**config.mk**
```make
export PLATFORM = sky130hd
export DESIGN_NAME = ptcc_map
export DESIGN_NICKNAME = d
export VERILOG_FILES = /design/src/hdl/ptcc_pkg.sv /design/src/hdl/ptcc_map.sv
export SDC_FILE = /design/constraint.sdc
export NUM_CORES = 1
export LEC_CHECK = 0
export BUFFER_PORTS_ARGS = -buffer_cell sky130_fd_sc_hd__buf_4
export CORE_MARGIN = 1.5
export CORE_UTILIZATION = 35
export DETAILED_ROUTE_END_ITERATION = 8
export PLACE_DENSITY = 0.69
export SYNTH_ARGS = -nofsm -noshare
export SYNTH_HDL_FRONTEND = slang
export SYNTH_SLANG_ARGS = --single-unit
```
**constraint.sdc**
```tcl
create_clock -name clk -period 7.6 [get_ports clk]
set_input_delay 0.38 -clock clk [delete_from_list [all_inputs] [get_ports clk]]
set_output_delay 0.38 -clock clk [all_outputs]
set_load 0.1 [all_outputs]
```
**src/hdl/ptcc_pkg.sv**
```systemverilog
package ptcc_pkg;

  // Store geometry
  localparam int MAX_COLS   = 128;
  localparam int MAX_ROWS   = 64;
  localparam int CELL_COUNT = MAX_COLS * MAX_ROWS;
  localparam int COL_W      = (MAX_COLS > 1) ? $clog2(MAX_COLS) : 1;
  localparam int ROW_W      = (MAX_ROWS > 1) ? $clog2(MAX_ROWS) : 1;
  localparam int ADDR_W     = (CELL_COUNT > 1) ? $clog2(CELL_COUNT) : 1;

  // Signed width for screen coordinates: 16-bit world minus camera plus half size
  localparam int POS_W = 18;

  // Function codes
  localparam logic [1:0] FUNC_CLEAR = 2'd0;
  localparam logic [1:0] FUNC_DRAW  = 2'd1;
  localparam logic [1:0] FUNC_READ  = 2'd2;
  localparam logic [1:0] FUNC_NONE  = 2'd3;

  // Result status codes
  localparam logic [2:0] STATUS_DRAWN   = 3'd0;
  localparam logic [2:0] STATUS_HIDDEN  = 3'd1;
  localparam logic [2:0] STATUS_CLIPPED = 3'd2;
  localparam logic [2:0] STATUS_READ    = 3'd3;
  localparam logic [2:0] STATUS_CLEARED = 3'd4;

  // Configuration register indexes
  localparam logic [1:0] CFG_SCREEN_COLS = 2'd0;
  localparam logic [1:0] CFG_SCREEN_ROWS = 2'd1;
  localparam logic [1:0] CFG_CAMERA_X    = 2'd2;
  localparam logic [1:0] CFG_CAMERA_Y    = 2'd3;

  typedef struct packed {
    logic [7:0]         chr;
    logic [15:0]        color;
    logic signed [15:0] prio;
  } cell_t;

  localparam cell_t CELL_BLANK = '{chr: 8'd32, color: 16'd0, prio: -16'sd1};

  // One item after screen mapping
  typedef struct packed {
    logic              valid;
    logic [1:0]        func;
    logic              clip;
    logic [ADDR_W-1:0] addr;
    cell_t             payload;
  } item_t;

  // Clamp a configured screen size into 1 .. maxv
  function automatic logic signed [POS_W-1:0] clamp_size(input logic [7:0] v, input int maxv);
    logic signed [POS_W-1:0] s;
    if (v == 8'd0) begin
      s = POS_W'(1);
    end else if (int'(v) > maxv) begin
      s = POS_W'(maxv);
    end else begin
      s = POS_W'(v);
    end
    return s;
  endfunction

endpackage

```
**src/hdl/ptcc_map.sv**
```systemverilog
module ptcc_map (
  input  logic                      clk,
  input  logic                      rst_n,
  input  logic                      en,
  input  logic                      load,
  input  logic [1:0]                in_func,
  input  logic signed [15:0]        in_pos_x,
  input  logic signed [15:0]        in_pos_y,
  input  logic [7:0]                in_char_code,
  input  logic [15:0]               in_color,
  input  logic signed [15:0]        in_priority_req,
  input  logic [7:0]                screen_cols,
  input  logic [6:0]                screen_rows,
  input  logic signed [15:0]        camera_x,
  input  logic signed [15:0]        camera_y,
  output ptcc_pkg::item_t           item_o
);

  logic signed [ptcc_pkg::POS_W-1:0] cols;
  logic signed [ptcc_pkg::POS_W-1:0] rows;
  logic signed [ptcc_pkg::POS_W-1:0] px;
  logic signed [ptcc_pkg::POS_W-1:0] py;
  logic signed [ptcc_pkg::POS_W-1:0] cx;
  logic signed [ptcc_pkg::POS_W-1:0] cy;
  logic signed [ptcc_pkg::POS_W-1:0] sel_x;
  logic signed [ptcc_pkg::POS_W-1:0] sel_y;
  logic                              clip;
  logic [ptcc_pkg::ADDR_W-1:0]       addr;
  ptcc_pkg::item_t                   item_r;
  ptcc_pkg::item_t                   item_nxt;

  // Sign-extend positions and camera
  assign px = {{(ptcc_pkg::POS_W-16){in_pos_x[15]}}, in_pos_x};
  assign py = {{(ptcc_pkg::POS_W-16){in_pos_y[15]}}, in_pos_y};
  assign cx = {{(ptcc_pkg::POS_W-16){camera_x[15]}}, camera_x};
  assign cy = {{(ptcc_pkg::POS_W-16){camera_y[15]}}, camera_y};

  assign cols = ptcc_pkg::clamp_size(screen_cols, ptcc_pkg::MAX_COLS);
  assign rows = ptcc_pkg::clamp_size({1'b0, screen_rows}, ptcc_pkg::MAX_ROWS);

  // Map world to screen for draws; reads give the screen cell directly
  always_comb begin
    if (in_func == ptcc_pkg::FUNC_DRAW) begin
      sel_x = px - cx + (cols >>> 1);
      sel_y = py - cy + (rows >>> 1);
    end else begin
      sel_x = px;
      sel_y = py;
    end
  end

  assign clip = (sel_x < 0) || (sel_x >= cols) || (sel_y < 0) || (sel_y >= rows);

  assign addr = ptcc_pkg::ADDR_W'(sel_y[ptcc_pkg::ROW_W-1:0])
              * ptcc_pkg::ADDR_W'(ptcc_pkg::MAX_COLS)
              + ptcc_pkg::ADDR_W'(sel_x[ptcc_pkg::COL_W-1:0]);

  always_comb begin
    item_nxt               = item_r;
    item_nxt.valid         = load && (in_func != ptcc_pkg::FUNC_NONE);
    item_nxt.func          = in_func;
    item_nxt.clip          = clip;
    item_nxt.addr          = addr;
    item_nxt.payload.chr   = in_char_code;
    item_nxt.payload.color = in_color;
    item_nxt.payload.prio  = in_priority_req;
  end

  // Advance the mapping stage
  always_ff @(posedge clk) begin
    if (!rst_n) begin
      item_r.valid <= 1'b0;
    end else if (en) begin
      item_r <= item_nxt;
    end
  end

  assign item_o = item_r;

endmodule

```
# Word-level counts from Yosys, hierarchy flattened
# Index checks and enable logic that the tools add are counted.
[op_classes]
n_reduce_logical = 7
eq_ne = 2
n_lt_le_gt_ge = 6
addsub = 5
mux = 6
[op_table]
columns = ["operator", "count"]
rows = [
  ["$lt 18x1->1 const B", 2],
  ["$mux 18", 2],
  ["$sub 16x16->17", 2],
  ["$add 17x7->18", 1],
  ["$add 17x8->18", 1],
  ["$ge 18x8->1", 1],
  ["$ge 18x9->1", 1],
  ["$mux 8", 2],
  ["$mux 7", 2],
  ["$add 13x7->13", 1],
  ["$gt 8x8->1 const B", 1],
  ["$logic_not 8->1", 1],
  ["$gt 7x7->1 const B", 1],
  ["$logic_not 7->1", 1],
  ["$logic_or 1x1->1", 3],
  ["$eq 2x1->1 const B", 1],
  ["$ne 2x2->1 const B", 1],
  ["$reduce_and 2->1", 1],
  ["$logic_and 1x1->1", 1],
]
[totals]
reg_bits = 57
out_inout_bits = 57
input_bits = 125
word_cells = 33

# Longest topological paths before layout
# Gate-level depths: netlist of run 1.
[logic_depth]
ltp_word = 9
ltp_mapped = 17

# Worst setup path after synthesis of run 1
# No wires, ideal clock.
[synth_path]
kind = "input-to-reg"
start = "input screen_cols[7]"
end = "register item_r (netlist bit item_o[53]) (data pin)"
arrival_time_ns = 3.222
path_buffers = 0
required_time_ns = 7.333
stages = 15
path_slack_ns = 4.111
cell_sequence = "inv_1 nand2_1 fa_1 inv_1 ha_1 a211oi_2 o21ai_0 nand3_1 nand2_1 xnor2_1 o21ai_0 ha_1 a2111oi_0 o221a_2 o211ai_1"
[synth_via]
elab_chain_cells = 9
[synth_rtl]
columns = ["element", "line_no", "source"]
rows = [
  ["start: declaration", "ptcc_map.sv:12", "input logic [7:0] screen_cols,"],
  ["$gt 8x8->1", "ptcc_pkg.sv:55", "end else if (int'(v) > maxv) begin"],
  ["$mux 8", "ptcc_pkg.sv:55", ""],
  ["$mux 8 (*)", "ptcc_pkg.sv:53", "if (v == 8'd0) begin"],
  ["$add 17x8->18", "ptcc_map.sv:44", "sel_x = px - cx + (cols >>> 1);"],
  ["$mux 18", "ptcc_map.sv:43", "if (in_func == ptcc_pkg::FUNC_DRAW) begin"],
  ["$lt 18x1->1 or $ge 18x9->1 (tied branches)", "ptcc_map.sv:52", "assign clip = (sel_x < 0) || (sel_x >= cols) || (sel_y < 0) || (sel_y >= rows);"],
  ["$logic_or 1x1->1 (*) (3 in a row)", "ptcc_map.sv:52", ""],
  ["net clip", "ptcc_map.sv:27", "logic clip;"],
  ["end signal: assignment", "ptcc_map.sv:74", "item_r <= item_nxt;"],
  ["end: declaration", "ptcc_map.sv:29", "ptcc_pkg::item_t item_r;"],
]
# Mark *: on every way through the listed nets, which the timed path passes. The rest lies on a longest branch.
# A chain may end at the register's enable or synchronous reset.

# Worst setup path after layout of run 1
# Same ends and word-level chain as after synthesis.

==> metrics.md, run 1 <==
| Metric | Value |
|---|---|
| Outcome | completed |
| Worst-path clk slew | 0.05 ns |
| Post-route design area | 0.006619 mm2 |
| Worst Clk Skew | 0 ns |
| Number of buffers inserted to repair setup after CTS | 0 |
| Post-cts resize count | 0 |
| Multiplexer share of the synthesized area | 0.002105 |
| #FFs+latches synth | 57 |
| Share of the clock period used by the worst path | 0.4893 |
| Top cell family by delay on the critical path | compound AO/OA/AOI/OAI gates |
| Layout cell share with drive strength beyond 1 | 0.3174 |
| Most common cell after layout, fill and taps aside | buf_4 |
| Standard cell core area | 0.01324 mm2 |
| Vias per std cell | 5.043 |
| Peak Freq | 0.2689 GHz |
| Max cap viols | 0 |
| Simple-gate share of the synthesized area | 0.1153 |
| Largest register FFs | 57 |
| Classification of the worst setup path | in2reg |
| Detailed-router iteration count before antenna repair | 4 |
| Met2 Usage GRT | 0.3200 |
| Pins Over Slew Limit | 0 |
| Commonest cells after routing, fill and taps aside | 183 x buf_4, 71 x inv_1, 70 x ha_1 |
| Share of synthesized registers carrying an async set or reset | 0 |
| Unrepaired setup endpoints after global routing | no |
| Power density cells | 205.6 mW/mm2 |
| Pin count of the biggest net entering global routing | 49 |
| Number of global-route vias before repair | 4228 |
| Critical path buffers and inverters | 3 |
| Count of buffers from port buffering | 181 |
| Placed standard-cell area | 0.006309 mm2 |
| Post-synth EDFFs | 56 |
| Transition time at the pin with the least slew margin | 1.038 ns |
| Number of I/O pins | 182 |
| Tightest slew margin relative to the limit | 0.3063 |
| Vias | 4256 |
| Clock period minus worst slack | 3.718 ns |
| Capturing element type of the critical path | flip-flop |
| Critical path's slowest cell | fa_1 |
| Area fraction in compound gates after synthesis | 0.1934 |
| Startpoint types | input port |
| Top Usage Layer GRT | met2 |
| CTS max path bufs | 2 |
| Number of distinct library cell variants in the gate-level netlist after synthesis | 61 |
| Minimum setup slack in the final design | 3.882 ns |
| XOR/XNOR share of the synthesized area | 0.02763 |
| Count of standard-cell rows | 42 |
| Number of H-tree branching levels | 3 |
| Total number of yosys warnings | 0 |
| Combinational family with the most area after synthesis | adder cells |
| Sequential share of the synthesized area | 0.3579 |
| Total Negative Setup Slacks | 0 ns |
| DRC violation count after routing | 0 |
| Crit path required time | 7.64 ns |
| Global Route Usage Sum | 0.1787 |
| Worst vdd ir | 90.51 uV |
| Class of the worst hold path | in2reg |
| Series of cell instances along the critical path | buf_4 > inv_1 > nand2_1 > fa_1 > inv_1 > ha_1 > a211oi_2 > o21ai_0 > nand3_1 > nand2_1 > xnor2_1 > o21ai_0 > ha_1 > a2111oi_0 > o221a_2 > o211ai_1 |
| Setup Viol. Count Final | 0 |
| Final Hold Fails | 0 |
| Non-Filler Instances | 844 |
| Die Footprint | 0.01429 mm2 |
| Number of antenna violations at the first check in global routing | 0 |
| Syn-to-layout area delta | 39.21% |
| Root buffer cell | clkbuf_16 |
| Sum of overflow across all layers after global routing | 0 |
| Critical Path AT | 3.76 ns |
| Effective utilization at floorplan | 0.3590 |
| Total detailed-routing wirelength | 12800 um |
| Most used flip-flop cell after synthesis | edfxtp_1 |
| Synthesized instance count | 476 |
| CTS Hold Bufs | 0 |
| Routing usage on met1 | 0.2178 |
| Count of routing violations after the opening detailed-route iteration | 204 |
| GR Layer Usage met3 | 0.03470 |
| CTS Buf Count | 9 |
| Area share of fa/ha/maj cells after synthesis | 0.2389 |
| Number of clock sinks | 57 |
| Detailed-route wire length per cell | 15.17 um |
| Floorplan die width | 119.6 um |
| Detailed placement HPWL | 10550 um |
| Gp weighted congestion | 0.8769 |
| First-pass GRT wire length | 20180 um |
| Post-layout util | 0.4998 |
| Dpl ws | 3.549 ns |
| Ant diodes | 0 |
| Largest stage delay on the critical path | 0.51 ns |
| Number of nets in the synthesized netlist | 684 |
| Height of the die | 119.6 um |
| Leakage power of the design | 3.219 nW |
| Critical path fanouts, max | 8 |
| Cell total after placement | 828 |
| Post-route ant nets | 0 |
| Syn Std Cell Area | 0.004755 mm2 |
| TritonCTS clock tree | done |
| Clk_lat worst skew | 0.32 ns |
| Average instance area after synthesis | 9.989 um2 |
| Final #Nets | 871 |
[through the flow]
stage	total power [mW]	hold slack, ns
2_1_floorplan	0.8001	0.4789
3_3_place_gp	0.9425	0.4686
3_5_place_dp	0.9492	0.4788
4_1_cts	1.373	0.2192
5_1_grt	1.434	0.2230
6_report	1.361	0.2341
[metal layers]
| metal | routed length, um | vias up |
|---|---|---|
| li1 | - | 2115 |
| met1 | 5552 | 1964 |
| met2 | 6246 | 167 |
| met3 | 884 | 10 |
| met4 | 116 | 0 |
| met5 | 0 | - |
[power breakdown]
part / internal (mW) / switching, mW / total [mW]
clock: 0.283 / 0.133 / 0.415
combinational: 0.202 / 0.364 / 0.566
sequential: 0.373 / 0.00703 / 0.380
[cell usage after synthesis (5+ instances only)]
library cell,n,area share
nor4_1,7,0.0092
xor2_1,9,0.017
nor3_1,9,0.0095
clkbuf_1,5,0.0039
a21o_1,20,0.032
nand3_1,8,0.0084
a211oi_1,6,0.0095
fa_1,13,0.055
edfxtp_1,56,0.35
o211ai_1,6,0.0095
o21ai_0,30,0.032
nor2_1,14,0.011
nand2b_1,7,0.0092
inv_1,71,0.056
ha_1,70,0.18
a21oi_1,21,0.022
nand2_1,39,0.031
xnor2_1,6,0.011
[path summary, 6_finish.rpt]
path	start	to	slack, ns	cells after the start
max	screen_cols[7]	item_o[53]	3.88	16
min	in_priority_req[10]	item_o[10]	0.23	1
max reg2reg	item_o[56]	item_o[56]	7.00	2
min reg2reg	item_o[56]	item_o[56]	0.49	2
[cells by family after synthesis]
| group | Yosys count |
|---|---|
| AND/OR/NAND/NOR | 110 |
| adder cells (fa/ha/maj) | 83 |
| multiplexers | 1 |
| XOR/XNOR | 15 |
| AO/OA/AOI/OAI | 132 |
| buffers and inverters | 78 |
| flip-flops | 57 |
[layout make-up]
class | instances | area [um2]
Fill cell | 1242 | 6624
Multi-Input combinational cell | 341 | 2746
Sequential cell | 57 | 1702
Timing Repair Buffer | 183 | 1374
Inverter | 71 | 266.5
Clock buffer | 9 | 225.2
Tap cell | 176 | 220.2
Clock inverter | 7 | 85.08
[worst register-to-register path: stages (launching register included)]
cell,delay (ns)
dfxtp_1,0.33
nand2b_1,0.06
a21boi_0,0.13
Note: power is estimated with default switching activity, not from simulation.
==> run 2: changes to the inputs <==
ABC_AREA = 1   (was not set)
PLACE_DENSITY = 0.68   (was 0.69)
clock period = 3.5 ns   (was 7.6 ns; I/O delays follow)
==> metrics.md, run 2 <==
| Metric | Value |
|---|---|
| Outcome | completed |
| Simple-gate share of the synthesized area | 0.2902 (+0.1749) |
| Count of standard-cell rows | 45 (+7.1%) |
| Area fraction in compound gates after synthesis | 0.05629 (-0.1371) |
| Final Hold Fails | 0 (unchanged) |
| First-pass GRT wire length | 23720 um (+18%) |
| Worst vdd ir | 254.6 uV (+180%) |
| Count of buffers from port buffering | 181 (unchanged) |
| CTS Hold Bufs | 0 (unchanged) |
| Synthesized instance count | 745 (+57%) |
| Crit path capture | item_o[53] |
| Final #Nets | 1210 (+39%) |
| Sum of overflow across all layers after global routing | 0 (unchanged) |
| Share of total power in the clock network | 0.261 (-0.044) |
| Number of nets in the synthesized netlist | 953 (+39%) |
| Routing usage on met1 | 0.2121 (-0.005727) |
| Clock period minus worst slack | 3.403 ns |
| Post-synthesis cell type with the largest combined area | edfxtp_1 |
| Ranking of synthesized cells by area | edfxtp_1 31%, nand2_1 17%, ha_1 16% |
| Detailed-router iteration count before antenna repair | 4 (unchanged) |
| #FFs+latches synth | 57 (unchanged) |
| Class of the worst hold path | in2reg |
| Sequential group share of total power | 0.253 (-0.026) |
| Die Footprint | 0.01625 mm2 (+14%) |
| Number of clock sinks | 57 (unchanged) |
| Placed standard-cell area | 0.007471 mm2 (+18%) |
| Dpl ws | -0.3390 ns (-3.888 ns) |
| Height of the die | 127.5 um (+6.6%) |
| Met2 Usage GRT | 0.3494 (+0.02940) |
| Post-route design area | 0.008129 mm2 (+23%) |
| Crit path required time | 3.57 ns (-4.07 ns) |
| Leakage power of the design | 4.408 nW (+37%) |
| Power spent charging and discharging nets | 1.300 mW (+160%) |
| Portion of total power attributed to combinational logic | 0.486 (+0.070) |
| Reg2reg path depth | 2 (unchanged) |
| First element of the critical path | screen_rows[2] |
| Most common cell after layout, fill and taps aside | buf_4 |
| Setup Viol. Count Final | 0 (unchanged) |
| Post-synth EDFFs | 56 (unchanged) |
| Commonest cells after routing, fill and taps aside | 246 x buf_4, 222 x nand2_1, 156 x inv_1 |
| Gp weighted congestion | 0.9132 (+4.1%) |
| Ant diodes | 0 (unchanged) |
| DRC violation count after routing | 0 (unchanged) |
| Clk_lat worst skew | 0.31 ns (about the same) |
| Largest register FFs | 57 (unchanged) |
| Most frequent cells after synthesis | 241 x nand2_1, 163 x inv_1, 70 x ha_1 |
| Proportion of netlist area held by the largest area contributor | 0.3100 (-0.04365) |
| Total detailed-routing wirelength | 15470 um (+21%) |
| Effective utilization at floorplan | 0.3581 (-0.0009160) |
| XOR/XNOR share of the synthesized area | 0.008074 (-0.01956) |
| Most used flip-flop cell after synthesis | edfxtp_1 |
| Syn Std Cell Area | 0.005424 mm2 (+14%) |
| Top Usage Layer GRT | met2 |
| Layout cell share with drive strength beyond 1 | 0.3376 (+0.02027) |
| Transition time at the pin with the least slew margin | 0.9145 ns (-0.1239 ns) |
| Detailed placement HPWL | 12970 um (+23%) |
| Startpoint types | input port |
| Count of routing violations after the opening detailed-route iteration | 260 (+27%) |
| Number of distinct library cell variants in the gate-level netlist after synthesis | 34 (-44%) |
| Total number of yosys warnings | 0 (unchanged) |
| Number of global-route vias before repair | 5133 (+21%) |
| Multiplexer share of the synthesized area | 0.003691 (+0.001586) |
| CTS max path bufs | 2 (unchanged) |
| Crit Reg-Reg Startpoint | item_o[56] |
| Most frequent cell after synthesis | nand2_1 |
| Critical path fanouts, max | 3 (-5) |
| Standard cell core area | 0.01515 mm2 (+14%) |
| Internal | 1.962 mW (+130%) |
| Root buffer cell | clkbuf_16 |
| Combinational family with the most area after synthesis | simple AND/OR/NAND/NOR gates |
| Worst-case register-to-register setup slack | 2.86 ns (-4.14 ns) |
| Share of the clock period used by the worst path | 0.9724 |
| Average instance area after synthesis | 7.280 um2 (-27%) |
| Syn-to-layout area delta | 49.87% |
| Max cap viols | 0 (unchanged) |
| Worst Clk Skew | 0 ns (unchanged) |
| Capturing element type of the critical path | flip-flop |
| Vias per std cell | 4.582 (-9.1%) |
| Worst Hold Margin | 0.03121 ns (-0.2029 ns) |
| Peak Freq | 0.2938 GHz |
| Detailed-route wire length per cell | 12.95 um (-15%) |
| Vias | 5476 (+29%) |
| Sequential share of the synthesized area | 0.3137 (-0.04417) |
| Share of synthesized registers carrying an async set or reset | 0 (unchanged) |
| GR Layer Usage met3 | 0.02680 (-0.007895) |
| Number of H-tree branching levels | 3 (unchanged) |
| Number of antenna violations at the first check in global routing | 0 (unchanged) |
| Unrepaired setup endpoints after global routing | yes |
| Number of I/O pins | 182 (unchanged) |
| Minimum setup slack in the final design | 0.09659 ns (-3.785 ns) |
| Global Route Usage Sum | 0.1829 (+0.004203) |
| Endpoint of the lowest-slack register-to-register path | item_o[56] |
| CTS Buf Count | 9 (unchanged) |
| Area share of fa/ha/maj cells after synthesis | 0.2095 (-0.02949) |
| TritonCTS clock tree | done |
| Critical Path AT | 3.48 ns (-0.28 ns) |
| Worst-path clk slew | 0.06 ns (about the same) |
| Pins Over Slew Limit | 0 (unchanged) |
| Classification of the worst setup path | in2reg |
| Tightest slew margin relative to the limit | 0.3895 (+0.08314) |
| Pin count of the biggest net entering global routing | 46 (-6.1%) |
| Power density cells | 401.2 mW/mm2 (+95%) |
| Post-route ant nets | 0 (unchanged) |
| Net switching share of the total power | 0.3986 (+0.02851) |
| Floorplan die width | 127.5 um (+6.6%) |
==> run 2: metrics by stage <==
step	power [mW]	cells	setup TNS, ns	utilization
final	3.261	1195	0	0.5367
after global routing	3.464	1195	-0.1653	0.5367
after CTS	3.159	1188	0	0.5133
after detailed placement	2.298	1172	-0.3390	0.4933
after global placement	2.285	1172	-0.2787	0.4933
after floorplan	1.811	745	0	-
==> run 2: how the worst min path moves through the flow <==
stage	startpoint	end	slack (ns)	depth (start not counted)
6_report	in_char_code[0]	item_o[32]	0.03	1
5_1_grt	in_char_code[1]	item_o[33]	0.02	1
4_1_cts	in_char_code[0]	item_o[32]	0.02	1
3_5_place_dp	in_color[1]	item_o[17]	0.35	1
3_3_place_gp	in_priority_req[2]	item_o[2]	0.35	1
2_1_floorplan	in_priority_req[0]	item_o[0]	0.27	0
==> run 2: timing repair <==
item                                    CTS  global route
endpoints found under the setup margin    1             1
pin swaps                                 0            25
hold endpoints to repair                  0             0
setup buffers                             0             7
gates resized for setup                   1            67
==> run 2: critical path, stage by stage <==
cell     delay, ns
buf_4         0.12
nor4_4        0.27
nand2_1       0.12
nand2_2       0.11
nand2_2       0.07
fa_1          0.49
inv_2         0.07
ha_4          0.27
nand3_2       0.09
buf_4         0.16
nand4_1       0.07
nand2_1       0.06
o22ai_2       0.14
inv_2         0.05
ha_1          0.29
nand2_1       0.07
nand2_1       0.09
a21oi_2       0.13
a21oi_1       0.07
nor2_1        0.10
nand2_1       0.05
inv_1         0.05
nand3_1       0.05
nor2_1        0.10
nand2_1       0.05
nor2_1        0.10
nand2_1       0.06
==> run 2: per-layer routing <==
layer,routed length (um),part of all wire,vias to the layer above
li1,-,-,2865
met1,6472,0.42,2441
met2,7822,0.51,156
met3,939,0.061,14
met4,238,0.015,0
met5,0,0,-
==> run 2: cells by family after synthesis <==
group           Yosys count
flops                    57
simple gates            374
fa+ha+maj                83
buf+inv                 169
xor+xnor                  5
mux                       2
compound gates           55
==> run 2: power by group through the flow <==
stage          logic, mW  registers (mW)  clock network [mW]
3_3_place_gp        1.45           0.837                   0
3_5_place_dp        1.46           0.839                   0
4_1_cts             1.47           0.825               0.867
5_1_grt             1.74           0.828               0.894
6_report            1.59           0.824               0.851
2_1_floorplan      0.632            1.18                   0
==> run 2: area by class of cell <==
cell class / instances / area (um2)
clock buffer: 9 / 225.2
clock inverter: 7 / 71.32
fill: 1461 / 7017
inverter: 165 / 619.3
multi-input combinational: 519 / 3385
sequential: 57 / 1702
tap: 188 / 235.2
timing repair buffer: 250 / 1892
==> run 3: changes to the inputs <==
SKIP_CTS_REPAIR_TIMING = 1   (was not set)
clock period = 3.67 ns   (was 3.5 ns; I/O delays follow)
==> metrics.md, run 3 (same netlist as run 2, synthesis figures left out) <==
| Metric | Value |
|---|---|
| Outcome | completed |
| Fill cell instance count of the final layout | 1464 (+0.21%) |
| Setup Viol. Count Final | 0 (unchanged) |
| Largest stage delay on the critical path | 0.51 ns (+0.02 ns) |
| Startpoint types | input port |
| Worst-path clk slew | 0.05 ns (about the same) |
| Power density cells | 385.2 mW/mm2 (-4.0%) |
| Peak Freq | 0.2868 GHz |
| Classification of the worst setup path | in2reg |
| Most frequent cell on the critical path | nand2_1 |
| Endpoint of the lowest-slack register-to-register path | item_o[56] |
| Number of H-tree branching levels | 3 (unchanged) |
| Worst vdd ir | 287.2 uV (+13%) |
| Height of the die | 127.5 um (unchanged) |
| Critical Path AT | 3.57 ns (+0.09 ns) |
| Global Route Usage Sum | 0.1816 (-0.001287) |
| Vias | 5376 (-1.8%) |
| Leakage power of the design | 4.354 nW (-1.2%) |
| Worst Clk Skew | 0 ns (unchanged) |
| Most common cell after layout, fill and taps aside | buf_4 |
| Standard cell core area | 0.01515 mm2 (unchanged) |
| Floorplan die width | 127.5 um (unchanged) |
| Share of the clock period used by the worst path | 0.9501 |
| Critical path fanouts, max | 3 (unchanged) |
| Detailed-route wire length per cell | 12.61 um (-2.6%) |
| Layout cell share with drive strength beyond 1 | 0.3173 (-0.02032) |
| Final Hold Fails | 0 (unchanged) |
| Number of antenna violations at the first check in global routing | 0 (unchanged) |
| Clk_lat worst skew | 0.32 ns (about the same) |
| Root buffer cell | clkbuf_16 |
| TritonCTS clock tree | done |
| Non-Filler Instances | 1187 (-0.67%) |
| Count of standard-cell rows | 45 (unchanged) |
| Die Footprint | 0.01625 mm2 (unchanged) |
| Count of buffers from port buffering | 181 (unchanged) |
| Sum of overflow across all layers after global routing | 0 (unchanged) |
| Clock period minus worst slack | 3.487 ns |
| Transition time at the pin with the least slew margin | 0.9334 ns (+0.01899 ns) |
| Total detailed-routing wirelength | 14970 um (-3.2%) |
| Total area of sequential cells | 0.001702 mm2 (unchanged) |
| Crit path required time | 3.75 ns (+0.18 ns) |
| Ant diodes | 0 (unchanged) |
| Max cap viols | 0 (unchanged) |
| Syn-to-layout area delta | 47.10% |
| Count of routing violations after the opening detailed-route iteration | 250 (-3.8%) |
| Crit path capture | item_o[53] |
| Number of clock sinks | 57 (unchanged) |
| First-pass GRT wire length | 23400 um (-1.3%) |
| Post-layout util | 0.5268 (-0.009913) |
| Post-route ant nets | 0 (unchanged) |
| Commonest cells after routing, fill and taps aside | 242 x buf_4, 230 x nand2_1, 158 x inv_1 |
| Final #Nets | 1202 (-0.66%) |
| Crit Reg-Reg Startpoint | item_o[56] |
| Gp weighted congestion | 0.9094 (-0.42%) |
| Critical path's slowest cell | fa_1 |
| Detailed placement HPWL | 12650 um (-2.4%) |
| Detailed-router iteration count before antenna repair | 4 (unchanged) |
| Pins Over Slew Limit | 0 (unchanged) |
| Reg2reg path depth | 2 (unchanged) |
| Class of the worst hold path | in2reg |
| Cell depth of the worst hold path | 1 (unchanged) |
| Number of I/O pins | 182 (unchanged) |
| CTS Buf Count | 9 (unchanged) |
| Effective utilization at floorplan | 0.3581 (unchanged) |
| Capturing element type of the critical path | flip-flop |
| Area of the multi-input gates | 0.003302 mm2 (-2.4%) |
| Vias per std cell | 4.529 (-1.2%) |
| DRC violation count after routing | 0 (unchanged) |
| Number of global-route vias before repair | 4982 (-2.9%) |
| Pin count of the biggest net entering global routing | 47 (+2.2%) |
| Largest register FFs | 57 (unchanged) |
| Tightest slew margin relative to the limit | 0.3768 (-0.01268) |
| CTS max path bufs | 2 (unchanged) |
| Cell total after placement | 1166 (-0.51%) |
| Worst-case register-to-register setup slack | 3.00 ns (+0.14 ns) |
| First element of the critical path | screen_rows[2] |
-- run 3: per-stage QoR --
step | setup WS, ns | cell area [um2] | total power, mW | TNS, ns | hold WS (ns)
finish | 0.1831 | 7979 | 3.073 | 0 | 0.03232
global route | -0.06181 | 7979 | 3.270 | -0.06181 | 0.02107
CTS | 0.04364 | 7721 | 3.018 | 0 | 0.02086
detailed placement | -0.2964 | 7417 | 2.177 | -0.2964 | 0.3628
global placement | -0.2503 | 7417 | 2.166 | -0.2503 | 0.3613
floorplan | 0.1090 | 5424 | 1.726 | 0 | 0.2824
-- run 3: how the worst min path moves through the flow --
stage	startpoint	to	slack, ns
detailed placement	in_priority_req[9]	item_o[9]	0.36
global route	in_priority_req[13]	item_o[13]	0.02
finish	in_priority_req[9]	item_o[9]	0.03
global placement	in_priority_req[11]	item_o[11]	0.36
floorplan	in_priority_req[0]	item_o[0]	0.28
CTS	in_priority_req[9]	item_o[9]	0.02
-- run 3: cell type report --
cell class,instances,area share
inverters,165,0.07762
flip-flops and latches,57,0.2133
clock inverters,7,0.009879
repair buffers,242,0.2277
well taps,188,0.02948
clock buffers,9,0.02823
multi-input cells,519,0.4138
-- run 3: metal layers --
metal / part of all wire / routed length, um / vias to the layer above / global-route usage
li1: - / - / 2849 / -
met1: 0.43 / 6383 / 2339 / 0.2179
met2: 0.49 / 7335 / 172 / 0.3351
met3: 0.069 / 1037 / 16 / 0.03308
met4: 0.014 / 217 / 0 / 0.04278
met5: 0 / 0 / - / 0
-- run 3: power breakdown --
| part | switching [mW] | leakage [nW] | internal, mW |
|---|---|---|---|
| Clock | 0.300 | 0.138 | 0.529 |
| Sequential | 0.0132 | 0.535 | 0.771 |
| Combinational | 0.912 | 3.68 | 0.547 |
-- run 3: critical path, delay by kind of cell --
family	cells	cell delay [ns]
simple gates	16	1.47
fa+ha+maj	3	1.06
buf+inv	5	0.47
compound gates	3	0.37
